### config.mk
export PLATFORM = sky130hd
export DESIGN_NAME = space_vector_pwm_timing_core
export DESIGN_NICKNAME = d
export VERILOG_FILES = /design/src/rtl/svpt_pkg.sv /design/src/rtl/svpt_front.sv /design/src/rtl/svpt_queue.sv /design/src/rtl/svpt_back.sv /design/src/rtl/space_vector_pwm_timing_core.sv
export SDC_FILE = /design/constraint.sdc
export NUM_CORES = 2
export LEC_CHECK = 0
export ABC_AREA = 0
export BUFFER_PORTS_ARGS = -buffer_cell sky130_fd_sc_hd__buf_2
export CAP_MARGIN = 20
export CORE_ASPECT_RATIO = 0.75
export CORE_MARGIN = 2
export CORE_UTILIZATION = 65
export DETAILED_ROUTE_END_ITERATION = 12
export PLACE_DENSITY_LB_ADDON = 0.1
export SLEW_MARGIN = 20
export SYNTH_ARGS = -nofsm -noshare
export SYNTH_HDL_FRONTEND = slang
export SYNTH_HIERARCHICAL = 1
export SYNTH_SLANG_ARGS = --single-unit
### constraint.sdc
create_clock -name clock -period 44.9 [get_ports clock]
set_input_delay 4.49 -clock clock [delete_from_list [all_inputs] [get_ports clock]]
set_output_delay 4.49 -clock clock [all_outputs]
set_load 0.005 [all_outputs]
### src/rtl/svpt_pkg.sv
// Shared types and constants for the space-vector PWM sector timing block.
// Used by every module in rtl/; depends on nothing.
`default_nettype none

package svpt_pkg;

   // Classified-request queue between front and back
   localparam int unsigned QUEUE_DEPTH = 4;
   localparam int unsigned QUEUE_AW    = $clog2(QUEUE_DEPTH);

   // Register reset value and Q15 full scale
   localparam logic [14:0] PERIOD_RESET = 15'd2400;
   localparam logic [15:0] Q15_MAX      = 16'd32767;

   // One quotient bit per divider stage
   localparam int unsigned DIV_STEPS = 15;

   // Result fifo depth at the back end
   localparam logic [1:0] OUT_DEPTH = 2'd2;

   typedef enum logic [2:0] {
      SECTOR_1 = 3'd1,
      SECTOR_2 = 3'd2,
      SECTOR_3 = 3'd3,
      SECTOR_4 = 3'd4,
      SECTOR_5 = 3'd5,
      SECTOR_6 = 3'd6
   } sector_type;

   // Request after classification: sector, scale flag, the two magnitudes and their sum
   typedef struct packed {
      sector_type  sector;
      logic        scale;
      logic [14:0] t1;
      logic [14:0] t2;
      logic [15:0] sum;
   } cls_type;

   // One finished result
   typedef struct packed {
      logic [14:0] duty_ch0;
      logic [14:0] duty_ch1;
      logic [14:0] duty_ch2;
      sector_type  sector;
   } rsp_type;

endpackage

`default_nettype wire

### src/rtl/svpt_front.sv
// Front end: accepts reference requests and classifies them into a sector.
// Depends on svpt_pkg; feeds svpt_queue.
`default_nettype none

module svpt_front (
   input  logic                  req_push,
   output logic                  req_full,
   input  logic signed [15:0]    ref_a,
   input  logic signed [15:0]    ref_b,
   input  logic signed [15:0]    ref_c,
   input  logic                  q_full,
   output logic                  q_push,
   output svpt_pkg::cls_type     q_item
);
   import svpt_pkg::*;

   // Magnitude of a negative Q15 value, saturating -32768 to 32767
   function automatic logic [14:0] mag_neg(input logic signed [15:0] v);
      logic [15:0] n;
      n = 16'd0 - v;
      if (v == 16'sh8000) begin
         return 15'h7fff;
      end
      return n[14:0];
   endfunction

   logic        sa, sb, sc;
   sector_type  sector_w;
   logic [14:0] t1_w;
   logic [14:0] t2_w;
   logic [15:0] sum_w;

   assign sa = ref_a[15];
   assign sb = ref_b[15];
   assign sc = ref_c[15];

   // Sector from the signs, with the two magnitudes that go with it
   always_comb begin
      sector_w = SECTOR_4;
      t1_w     = mag_neg(ref_b);
      t2_w     = mag_neg(ref_a);
      if (!sa) begin
         if (!sb) begin
            sector_w = SECTOR_3;
            t1_w     = ref_a[14:0];
            t2_w     = ref_b[14:0];
         end else if (!sc) begin
            sector_w = SECTOR_5;
            t1_w     = ref_c[14:0];
            t2_w     = ref_a[14:0];
         end else begin
            sector_w = SECTOR_1;
            t1_w     = mag_neg(ref_c);
            t2_w     = mag_neg(ref_b);
         end
      end else if (!sb) begin
         if (!sc) begin
            sector_w = SECTOR_6;
            t1_w     = ref_b[14:0];
            t2_w     = ref_c[14:0];
         end else begin
            sector_w = SECTOR_2;
            t1_w     = mag_neg(ref_a);
            t2_w     = mag_neg(ref_c);
         end
      end
   end

   // Pair needs scaling when the sum reaches full scale
   assign sum_w = {1'b0, t1_w} + {1'b0, t2_w};

   always_comb begin
      q_item.sector = sector_w;
      q_item.scale  = (sum_w >= Q15_MAX);
      q_item.t1     = t1_w;
      q_item.t2     = t2_w;
      q_item.sum    = sum_w;
   end

   assign req_full = q_full;
   assign q_push   = req_push && !q_full;

endmodule

`default_nettype wire

### src/rtl/svpt_queue.sv
// Short queue of classified requests between the front and back ends.
// Depends on svpt_pkg.
`default_nettype none

module svpt_queue (
   input  logic               clock,
   input  logic               reset,
   input  logic               push,
   input  svpt_pkg::cls_type  item_in,
   output logic               full,
   input  logic               pop,
   output svpt_pkg::cls_type  item_out,
   output logic               empty
);
   import svpt_pkg::*;

   cls_type             entry_ff [0:QUEUE_DEPTH-1];
   logic [QUEUE_AW-1:0] wr_ptr_ff, wr_ptr_in;
   logic [QUEUE_AW-1:0] rd_ptr_ff, rd_ptr_in;
   logic [QUEUE_AW:0]   cnt_ff, cnt_in;
   logic                do_push, do_pop;

   assign full     = (cnt_ff == (QUEUE_AW+1)'(QUEUE_DEPTH));
   assign empty    = (cnt_ff == '0);
   assign do_push  = push && !full;
   assign do_pop   = pop && !empty;
   assign item_out = entry_ff[rd_ptr_ff];

   // Pointer and fill count update
   always_comb begin
      wr_ptr_in = do_push ? wr_ptr_ff + 1'b1 : wr_ptr_ff;
      rd_ptr_in = do_pop  ? rd_ptr_ff + 1'b1 : rd_ptr_ff;
      cnt_in    = cnt_ff;
      if (do_push && !do_pop) begin
         cnt_in = cnt_ff + 1'b1;
      end else if (do_pop && !do_push) begin
         cnt_in = cnt_ff - 1'b1;
      end
   end

   always_ff @(posedge clock) begin
      if (reset) begin
         wr_ptr_ff <= '0;
         rd_ptr_ff <= '0;
         cnt_ff    <= '0;
      end else begin
         wr_ptr_ff <= wr_ptr_in;
         rd_ptr_ff <= rd_ptr_in;
         cnt_ff    <= cnt_in;
      end
   end

   // Entry storage
   always_ff @(posedge clock) begin
      if (do_push) begin
         entry_ff[wr_ptr_ff] <= item_in;
      end
   end

endmodule

`default_nettype wire

### src/rtl/svpt_back.sv
// Back end: pipelined scaling divider, period multiply, time forming and
// per-sector channel mapping, ending in a two-entry result fifo. Uses svpt_pkg.
`default_nettype none

module svpt_back (
   input  logic                   clock,
   input  logic                   reset,
   input  logic [14:0]            period,
   input  logic                   q_empty,
   input  svpt_pkg::cls_type      q_item,
   output logic                   q_pop,
   output logic                   rsp_empty,
   input  logic                   rsp_pop,
   output logic [14:0]            rsp_duty_ch0,
   output logic [14:0]            rsp_duty_ch1,
   output logic [14:0]            rsp_duty_ch2,
   output logic [2:0]             rsp_sector_num
);
   import svpt_pkg::*;

   // One divider lane: partial remainder and numerator/quotient shift word
   typedef struct packed {
      logic [15:0] rem;
      logic [14:0] low;
   } div_lane_type;

   typedef struct packed {
      sector_type   sector;
      logic         scale;
      logic [15:0]  sum;
      div_lane_type l1;
      div_lane_type l2;
   } div_stage_type;

   typedef struct packed {
      sector_type  sector;
      logic [14:0] p1;
      logic [14:0] p2;
   } mul_stage_type;

   typedef struct packed {
      sector_type  sector;
      logic [14:0] lo;
      logic [14:0] h1;
      logic [14:0] h2;
   } tim_stage_type;

   // Load a lane: numerator t*32767 when scaling, else t passes through rem
   function automatic div_lane_type div_prep(input logic [14:0] t, input logic scale);
      logic [29:0]  num;
      div_lane_type y;
      num = {t, 15'd0} - {15'd0, t};
      if (scale) begin
         y.rem = {1'b0, num[29:15]};
         y.low = num[14:0];
      end else begin
         y.rem = 16'd0;
         y.low = t;
      end
      return y;
   endfunction

   // One restoring step; without scaling no subtract, so t shifts into rem
   function automatic div_lane_type div_step(input div_lane_type x, input logic [15:0] d,
                                             input logic en);
      logic [16:0]  tmp;
      logic [16:0]  dif;
      div_lane_type y;
      tmp = {x.rem, x.low[14]};
      dif = tmp - {1'b0, d};
      if (en && (tmp >= {1'b0, d})) begin
         y.rem = dif[15:0];
         y.low = {x.low[13:0], 1'b1};
      end else begin
         y.rem = tmp[15:0];
         y.low = {x.low[13:0], 1'b0};
      end
      return y;
   endfunction

   function automatic logic [14:0] div_result(input div_lane_type x, input logic scale);
      return scale ? x.low : x.rem[14:0];
   endfunction

   function automatic logic [14:0] at_least_one(input logic [14:0] v);
      return (v == 15'd0) ? 15'd1 : v;
   endfunction

   logic [DIV_STEPS:0] div_vld_ff, div_vld_in;
   div_stage_type      div_ff [0:DIV_STEPS];
   div_stage_type      div_in [0:DIV_STEPS];
   logic               mul_vld_ff, mul_vld_in;
   mul_stage_type      mul_ff, mul_in;
   logic               tim_vld_ff, tim_vld_in;
   tim_stage_type      tim_ff, tim_in;
   logic               b_vld_ff, b_vld_in;
   rsp_type            b_ff, b_in;

   rsp_type            out_mem_ff [0:1];
   logic               out_wr_ff, out_wr_in;
   logic               out_rd_ff, out_rd_in;
   logic [1:0]         out_cnt_ff, out_cnt_in;

   logic               adv;
   logic               out_push, out_pop;
   logic [14:0]        q1, q2;
   logic [29:0]        prod1, prod2;
   logic [16:0]        diff;
   logic [15:0]        mid_w, hi_w;
   logic [14:0]        lo_c, mid_c, hi_c;

   // Whole pipeline moves unless the last stage is held by a full fifo
   assign adv      = !b_vld_ff || (out_cnt_ff != OUT_DEPTH);
   assign q_pop    = adv && !q_empty;
   assign out_push = adv && b_vld_ff;
   assign out_pop  = rsp_pop && !rsp_empty;

   // Divider stages
   always_comb begin
      div_vld_in = div_vld_ff;
      div_in     = div_ff;
      if (adv) begin
         div_vld_in[0]    = !q_empty;
         div_in[0].sector = q_item.sector;
         div_in[0].scale  = q_item.scale;
         div_in[0].sum    = q_item.sum;
         div_in[0].l1     = div_prep(q_item.t1, q_item.scale);
         div_in[0].l2     = div_prep(q_item.t2, q_item.scale);
         for (int i = 1; i <= DIV_STEPS; i++) begin
            div_vld_in[i]    = div_vld_ff[i-1];
            div_in[i].sector = div_ff[i-1].sector;
            div_in[i].scale  = div_ff[i-1].scale;
            div_in[i].sum    = div_ff[i-1].sum;
            div_in[i].l1     = div_step(div_ff[i-1].l1, div_ff[i-1].sum, div_ff[i-1].scale);
            div_in[i].l2     = div_step(div_ff[i-1].l2, div_ff[i-1].sum, div_ff[i-1].scale);
         end
      end
   end

   // Vector times scaled by the period, Q15 product
   assign q1    = div_result(div_ff[DIV_STEPS].l1, div_ff[DIV_STEPS].scale);
   assign q2    = div_result(div_ff[DIV_STEPS].l2, div_ff[DIV_STEPS].scale);
   assign prod1 = 30'(period) * 30'(q1);
   assign prod2 = 30'(period) * 30'(q2);

   always_comb begin
      mul_vld_in = mul_vld_ff;
      mul_in     = mul_ff;
      if (adv) begin
         mul_vld_in    = div_vld_ff[DIV_STEPS];
         mul_in.sector = div_ff[DIV_STEPS].sector;
         mul_in.p1     = prod1[29:15];
         mul_in.p2     = prod2[29:15];
      end
   end

   // Low time, clamped at zero, and the two half vectors
   assign diff = {2'b00, period} - {2'b00, mul_ff.p1} - {2'b00, mul_ff.p2};

   always_comb begin
      tim_vld_in = tim_vld_ff;
      tim_in     = tim_ff;
      if (adv) begin
         tim_vld_in    = mul_vld_ff;
         tim_in.sector = mul_ff.sector;
         tim_in.lo     = diff[16] ? 15'd0 : {2'b00, diff[14:2]};
         tim_in.h1     = {1'b0, mul_ff.p1[14:1]};
         tim_in.h2     = {1'b0, mul_ff.p2[14:1]};
      end
   end

   // Stacked times, floor of one, per-sector channel mapping
   assign mid_w = {1'b0, tim_ff.lo} + {1'b0, tim_ff.h1};
   assign hi_w  = mid_w + {1'b0, tim_ff.h2};
   assign lo_c  = at_least_one(tim_ff.lo);
   assign mid_c = at_least_one(mid_w[14:0]);
   assign hi_c  = at_least_one(hi_w[14:0]);

   always_comb begin
      b_vld_in = b_vld_ff;
      b_in     = b_ff;
      if (adv) begin
         b_vld_in    = tim_vld_ff;
         b_in.sector = tim_ff.sector;
         case (tim_ff.sector)
            SECTOR_3: begin
               b_in.duty_ch0 = hi_c;  b_in.duty_ch1 = mid_c; b_in.duty_ch2 = lo_c;
            end
            SECTOR_5: begin
               b_in.duty_ch0 = lo_c;  b_in.duty_ch1 = hi_c;  b_in.duty_ch2 = mid_c;
            end
            SECTOR_1: begin
               b_in.duty_ch0 = mid_c; b_in.duty_ch1 = hi_c;  b_in.duty_ch2 = lo_c;
            end
            SECTOR_6: begin
               b_in.duty_ch0 = mid_c; b_in.duty_ch1 = lo_c;  b_in.duty_ch2 = hi_c;
            end
            SECTOR_2: begin
               b_in.duty_ch0 = hi_c;  b_in.duty_ch1 = lo_c;  b_in.duty_ch2 = mid_c;
            end
            default: begin
               b_in.duty_ch0 = lo_c;  b_in.duty_ch1 = mid_c; b_in.duty_ch2 = hi_c;
            end
         endcase
      end
   end

   // Result fifo pointers and count
   always_comb begin
      out_wr_in  = out_push ? !out_wr_ff : out_wr_ff;
      out_rd_in  = out_pop  ? !out_rd_ff : out_rd_ff;
      out_cnt_in = out_cnt_ff;
      if (out_push && !out_pop) begin
         out_cnt_in = out_cnt_ff + 2'd1;
      end else if (out_pop && !out_push) begin
         out_cnt_in = out_cnt_ff - 2'd1;
      end
   end

   // Control state
   always_ff @(posedge clock) begin
      if (reset) begin
         div_vld_ff <= '0;
         mul_vld_ff <= 1'b0;
         tim_vld_ff <= 1'b0;
         b_vld_ff   <= 1'b0;
         out_wr_ff  <= 1'b0;
         out_rd_ff  <= 1'b0;
         out_cnt_ff <= 2'd0;
      end else begin
         div_vld_ff <= div_vld_in;
         mul_vld_ff <= mul_vld_in;
         tim_vld_ff <= tim_vld_in;
         b_vld_ff   <= b_vld_in;
         out_wr_ff  <= out_wr_in;
         out_rd_ff  <= out_rd_in;
         out_cnt_ff <= out_cnt_in;
      end
   end

   // Payload stages, no reset
   always_ff @(posedge clock) begin
      div_ff <= div_in;
      mul_ff <= mul_in;
      tim_ff <= tim_in;
      b_ff   <= b_in;
      if (out_push) begin
         out_mem_ff[out_wr_ff] <= b_ff;
      end
   end

   assign rsp_empty      = (out_cnt_ff == 2'd0);
   assign rsp_duty_ch0   = out_mem_ff[out_rd_ff].duty_ch0;
   assign rsp_duty_ch1   = out_mem_ff[out_rd_ff].duty_ch1;
   assign rsp_duty_ch2   = out_mem_ff[out_rd_ff].duty_ch2;
   assign rsp_sector_num = out_mem_ff[out_rd_ff].sector;

`ifndef SYNTHESIS
   a_out_cnt_bound: assert property (@(posedge clock) disable iff (reset)
      out_cnt_ff != 2'd3)
      else $error("result fifo count out of range");

   a_last_stage_held: assert property (@(posedge clock) disable iff (reset)
      (b_vld_ff && !adv) |=> (b_vld_ff && $stable(b_ff)))
      else $error("stalled last stage lost its request");

   a_pop_loads_div: assert property (@(posedge clock) disable iff (reset)
      q_pop |=> div_vld_ff[0])
      else $error("queue pop did not load the divider");

   a_duty_nonzero: assert property (@(posedge clock) disable iff (reset)
      !rsp_empty |-> (rsp_duty_ch0 != 15'd0 && rsp_duty_ch1 != 15'd0 &&
                      rsp_duty_ch2 != 15'd0))
      else $error("zero compare value on result");
`endif

endmodule

`default_nettype wire

### src/rtl/space_vector_pwm_timing_core.sv
// Space-vector PWM sector timing core: top level with the period register.
// Request path to the rsp_ ports: queue, 15-step divider, multiply, low-time and mapping
// stages, result fifo. Throughput: one request per cycle while the result fifo is not full.
// Reset: synchronous, active high; empties queue and pipeline, period returns to 2400.
// Depends on svpt_pkg, svpt_front, svpt_queue and svpt_back.
`default_nettype none

module space_vector_pwm_timing_core (
   input  logic                clock,
   input  logic                reset,
   input  logic                req_push,
   output logic                req_full,
   input  logic signed [15:0]  req_ref_a,
   input  logic signed [15:0]  req_ref_b,
   input  logic signed [15:0]  req_ref_c,
   output logic                rsp_empty,
   input  logic                rsp_pop,
   output logic [14:0]         rsp_duty_ch0,
   output logic [14:0]         rsp_duty_ch1,
   output logic [14:0]         rsp_duty_ch2,
   output logic [2:0]          rsp_sector_num,
   input  logic                csr_wr_en,
   input  logic [14:0]         csr_wr_data
);
   import svpt_pkg::*;

   logic [14:0] pwm_period_ff, pwm_period_in;
   logic        q_full, q_push, q_pop, q_empty;
   cls_type     q_wr_item, q_rd_item;

   // PWM period register
   assign pwm_period_in = csr_wr_en ? csr_wr_data : pwm_period_ff;

   always_ff @(posedge clock) begin
      if (reset) begin
         pwm_period_ff <= PERIOD_RESET;
      end else begin
         pwm_period_ff <= pwm_period_in;
      end
   end

   svpt_front u_front (
      .req_push (req_push),
      .req_full (req_full),
      .ref_a    (req_ref_a),
      .ref_b    (req_ref_b),
      .ref_c    (req_ref_c),
      .q_full   (q_full),
      .q_push   (q_push),
      .q_item   (q_wr_item)
   );

   svpt_queue u_queue (
      .clock    (clock),
      .reset    (reset),
      .push     (q_push),
      .item_in  (q_wr_item),
      .full     (q_full),
      .pop      (q_pop),
      .item_out (q_rd_item),
      .empty    (q_empty)
   );

   svpt_back u_back (
      .clock          (clock),
      .reset          (reset),
      .period         (pwm_period_ff),
      .q_empty        (q_empty),
      .q_item         (q_rd_item),
      .q_pop          (q_pop),
      .rsp_empty      (rsp_empty),
      .rsp_pop        (rsp_pop),
      .rsp_duty_ch0   (rsp_duty_ch0),
      .rsp_duty_ch1   (rsp_duty_ch1),
      .rsp_duty_ch2   (rsp_duty_ch2),
      .rsp_sector_num (rsp_sector_num)
   );

endmodule

`default_nettype wire
==> impl_metrics.sql <==
INSERT INTO impl_metrics (metric_group, metric, value, unit) VALUES
('setup_path', 'crit_path_arrival_time', '10.18', 'ns'),
('setup_path', 'crit_chain', 'buf_2 -> inv_1 -> ha_1 -> nand2b_1 -> or3_1 -> nand2b_1 -> or2_1 -> or4_1 -> buf_4 -> a311oi_2 -> a21oi_1 -> o21ai_1 -> ha_1 -> a21oi_1 -> o211ai_1 -> a31o_2 -> a21oi_1 -> xnor2_1 -> nand4_1 -> o31ai_1', ''),
('synthesis', 'ys.warnings.count', '6', ''),
('floorplanning', 'row_count', '127', ''),
('synthesis', 'synth_compound_gate_area_share', '0.08767', ''),
('synthesis', 'synth-edff-count', '1713', ''),
('detailed_routing', 'drtPass1Iterations', '6', ''),
('detailed_routing', 'wl', '257.9', 'mm'),
('detailed_routing', 'vias', '68850', ''),
('grt', 'global_route_wire_length_before_repair', '393.0', 'mm'),
('timing', 'setup_violations', '0', ''),
('status', 'outcome', 'complete, no violations', ''),
('setup_path', 'worst_setup_path_end_kind', 'flop', ''),
('cells_and_area', 'area_growth_syn_to_layout', '8.224', '%'),
('grt', 'antenna_violations_before_repair', '8', ''),
('placement', 'post-dp-hpwl', '192.6', 'mm'),
('clock_tree', 'tritoncts', 'yes', ''),
('synthesis', 'netlist_area', '105100', 'um2'),
('timing', 'timing.final.crit_period', '9.625', 'ns'),
('floorplanning', 'chip_height', '352.2', 'um'),
('synthesis', 'synth_cells', '8690', ''),
('timing', 'number_of_pins_with_negative_max_slew_slack_in_the_final_report', '0', ''),
('synthesis', 'synth_fa_ha_area_frac', '0.1585', ''),
('synthesis', 'synth-async-reset-ratio', '0', ''),
('grt', 'grt_usage', '0.3119', ''),
('cells_and_area', 'layout-drive-gt1-share', '0.1170', ''),
('clock_tree', 'cts_setup_buffers', '0', ''),
('detailed_routing', 'avgRoutedWirePerCell', '23.20', 'um'),
('setup_path', 'worst-setup-path-type', 'input pin to flop', ''),
('synthesis', 'syn_nets', '9869', ''),
('floorplanning', 'floorplan.initialDensity', '0.6559', ''),
('clock_tree', 'post_cts_sizing_count', '0', ''),
('floorplanning', 'design.die.area', '164900', 'um2'),
('clock_tree', 'ctsRootBufferMaster', 'clkbuf_16', ''),
('clock_tree', 'maximum_number_of_buffers_from_clock_root_to_sink', '3', ''),
('synthesis', 'synth_sequential_area_ratio', '0.4988', ''),
('synthesis', 'synth_top_family_by_area', 'adder cells', ''),
('synthesis', 'synth_area_per_cell', '12.09', 'um2'),
('floorplanning', 'core_region_area', '160200', 'um2'),
('detailed_routing', 'detail_route.drc_violations', '0', ''),
('setup_path', 'cp_slowest_stage_delay', '0.67', 'ns'),
('setup_path', 'crit_path_frequent_cell', 'a21oi_1', ''),
('timing', 'hold_viol', '0', ''),
('setup_path', 'required', '45.45', 'ns'),
('setup_path', 'cpLargestDelayFamily', 'compound AO/OA/AOI/OAI gates', ''),
('timing', 'clock.fmax', '0.1039', 'GHz'),
('timing', 'finalCritPeriodShare', '0.2144', ''),
('timing', 'setup_total_negative_slack', '0', 'ns'),
('setup_path', 'worst-r2r-setup-slack', '36.97', 'ns'),
('clock_tree', 'clk-insertion-delay-late', '0.82', 'ns'),
('setup_path', 'critical_path.startpoint_type', 'input pin', ''),
('grt', 'gr-total-overflow', '0', ''),
('clock_tree', 'tritoncts.num_buffers', '170', ''),
('clock_tree', 'postCtsHoldBufs', '0', ''),
('detailed_routing', 'detail-route-antenna-nets', '0', ''),
('synthesis', 'synth_mux_area_frac', '0.06815', ''),
('clock_tree', 'clkSlewWorstSetupHoldPaths', '0.07', 'ns'),
('detailed_routing', 'vias_per_cell', '6.195', ''),
('floorplanning', 'die_x', '468.2', 'um'),
('synthesis', 'yosysUniqueCellTypes', '90', ''),
('setup_path', 'critPathMaxFanout', '16', ''),
('grt', 'vias_in_the_first_global_route', '66360', ''),
('setup_path', 'critical_path_buf_inv_count', '3', ''),
('cells_and_area', 'most-common-layout-cells', 'edfxtp_1 (1713), inv_1 (877), ha_1 (744)', ''),
('timing', 'rsz0062_at_grt', 'false', ''),
('min_path', 'timing.hold.worst.class', 'flop to flop', ''),
('placement', 'io_buffers', '117', ''),
('cells_and_area', 'final-seq-area', '52410', 'um2'),
('timing', 'skew', '0.04979', 'ns'),
('cells_and_area', 'nets', '10020', ''),
('setup_path', 'crit_path_top_delay_cell', 'or4_1', '');
## final timing paths
kind	depth (start not counted)	startpoint	endpoint
worst max-delay path	20	req_ref_b[0]	u_queue/entry_ff[3][46]
worst min-delay path	0	u_back/div_ff[493]	u_back/div_ff[412]
worst max register to register	23	u_back/div_ff[78]	u_back/mul_ff[29]
worst min register to register	0	u_back/div_ff[493]	u_back/div_ff[412]
## final cells by class
type,count,area share
tap,2128,0.02342
clock inverter,106,0.01012
inverter,881,0.02915
multi-input combinational,5823,0.4259
antenna,2,0.00004402
clock buffer,208,0.03921
sequential,1761,0.4610
timing repair buffer,204,0.01115
## layer usage
metal / share of wire / track usage
met5: 0.00010 / 0
met4: 0.021 / 0.06791
met3: 0.095 / 0.06582
met2: 0.44 / 0.4602
met1: 0.45 / 0.4779
## synth_stat cells, drive strengths merged (27+ instances only)
cell / number / area, um2
edfxtp: 1713 / 51440
inv: 879 / 3299
ha: 744 / 9309
nand2: 592 / 2222
nor2: 421 / 1580
mux2: 414 / 4662
a21oi: 397 / 1987
fa: 367 / 7347
o21ai: 336 / 1682
nor2b: 325 / 2033
xnor2: 281 / 2461
nor3: 236 / 1204
xor2: 179 / 1568
clkbuf: 173 / 649.4
a21o: 136 / 1021
and2: 130 / 813.3
or3: 113 / 731.9
nand3: 96 / 480.5
mux2i: 92 / 920.9
a21boi: 89 / 668.1
nand4: 79 / 494.2
a211oi: 73 / 548.0
and3: 71 / 444.2
mux4: 70 / 1577
nand2b: 68 / 425.4
a31oi: 58 / 362.9
buf: 52 / 359.1
o211ai: 50 / 375.4
dfxtp: 48 / 960.9
o31ai: 33 / 252.7
nor4: 32 / 221.5
o21a: 32 / 240.2
or2: 27 / 168.9
## registers in the layout, indices dropped and copies added (netlist names), named ones only
| name | cells |
|---|---|
| u_queue/wr_ptr_ff | 2 |
| u_back/mul_ff | 33 |
| u_queue/cnt_ff | 3 |
| u_back/b_ff | 48 |
| u_back/tim_vld_ff | 1 |
| u_queue/rd_ptr_ff | 2 |
| u_back/mul_vld_ff | 1 |
| u_back/out_mem_ff | 96 |
| u_back/div_vld_ff | 16 |
| u_queue/entry_ff | 200 |
| pwm_period_ff | 15 |
| u_back/div_ff | 1292 |
| u_back/b_vld_ff | 1 |
| u_back/tim_ff | 44 |
| u_back/out_rd_ff | 1 |
| u_back/out_cnt_ff | 2 |
| u_back/out_wr_ff | 1 |
## kinds of logic after synthesis
family          Yosys count
simple gates           2246
flops                  1761
compound gates         1430
fa+ha+maj              1111
buf+inv                1106
mux                     576
xor+xnor                460
## through the flow
stage	util	cells	hold WS [ns]	setup WS (ns)	area, um2
floorplan	-	8690	0.4003	3.637	105100
global placement	0.6747	10800	0.4004	34.77	108100
detailed placement	0.6747	10800	0.4045	34.64	108100
CTS	0.7097	11110	0.3930	35.42	113700
global route	0.7098	11110	0.4087	35.00	113700
finish	0.7098	11110	0.3906	35.28	113700
Power is not shown: default switching activity piles up to over one toggle a cycle in this logic, so the estimate is an artifact.
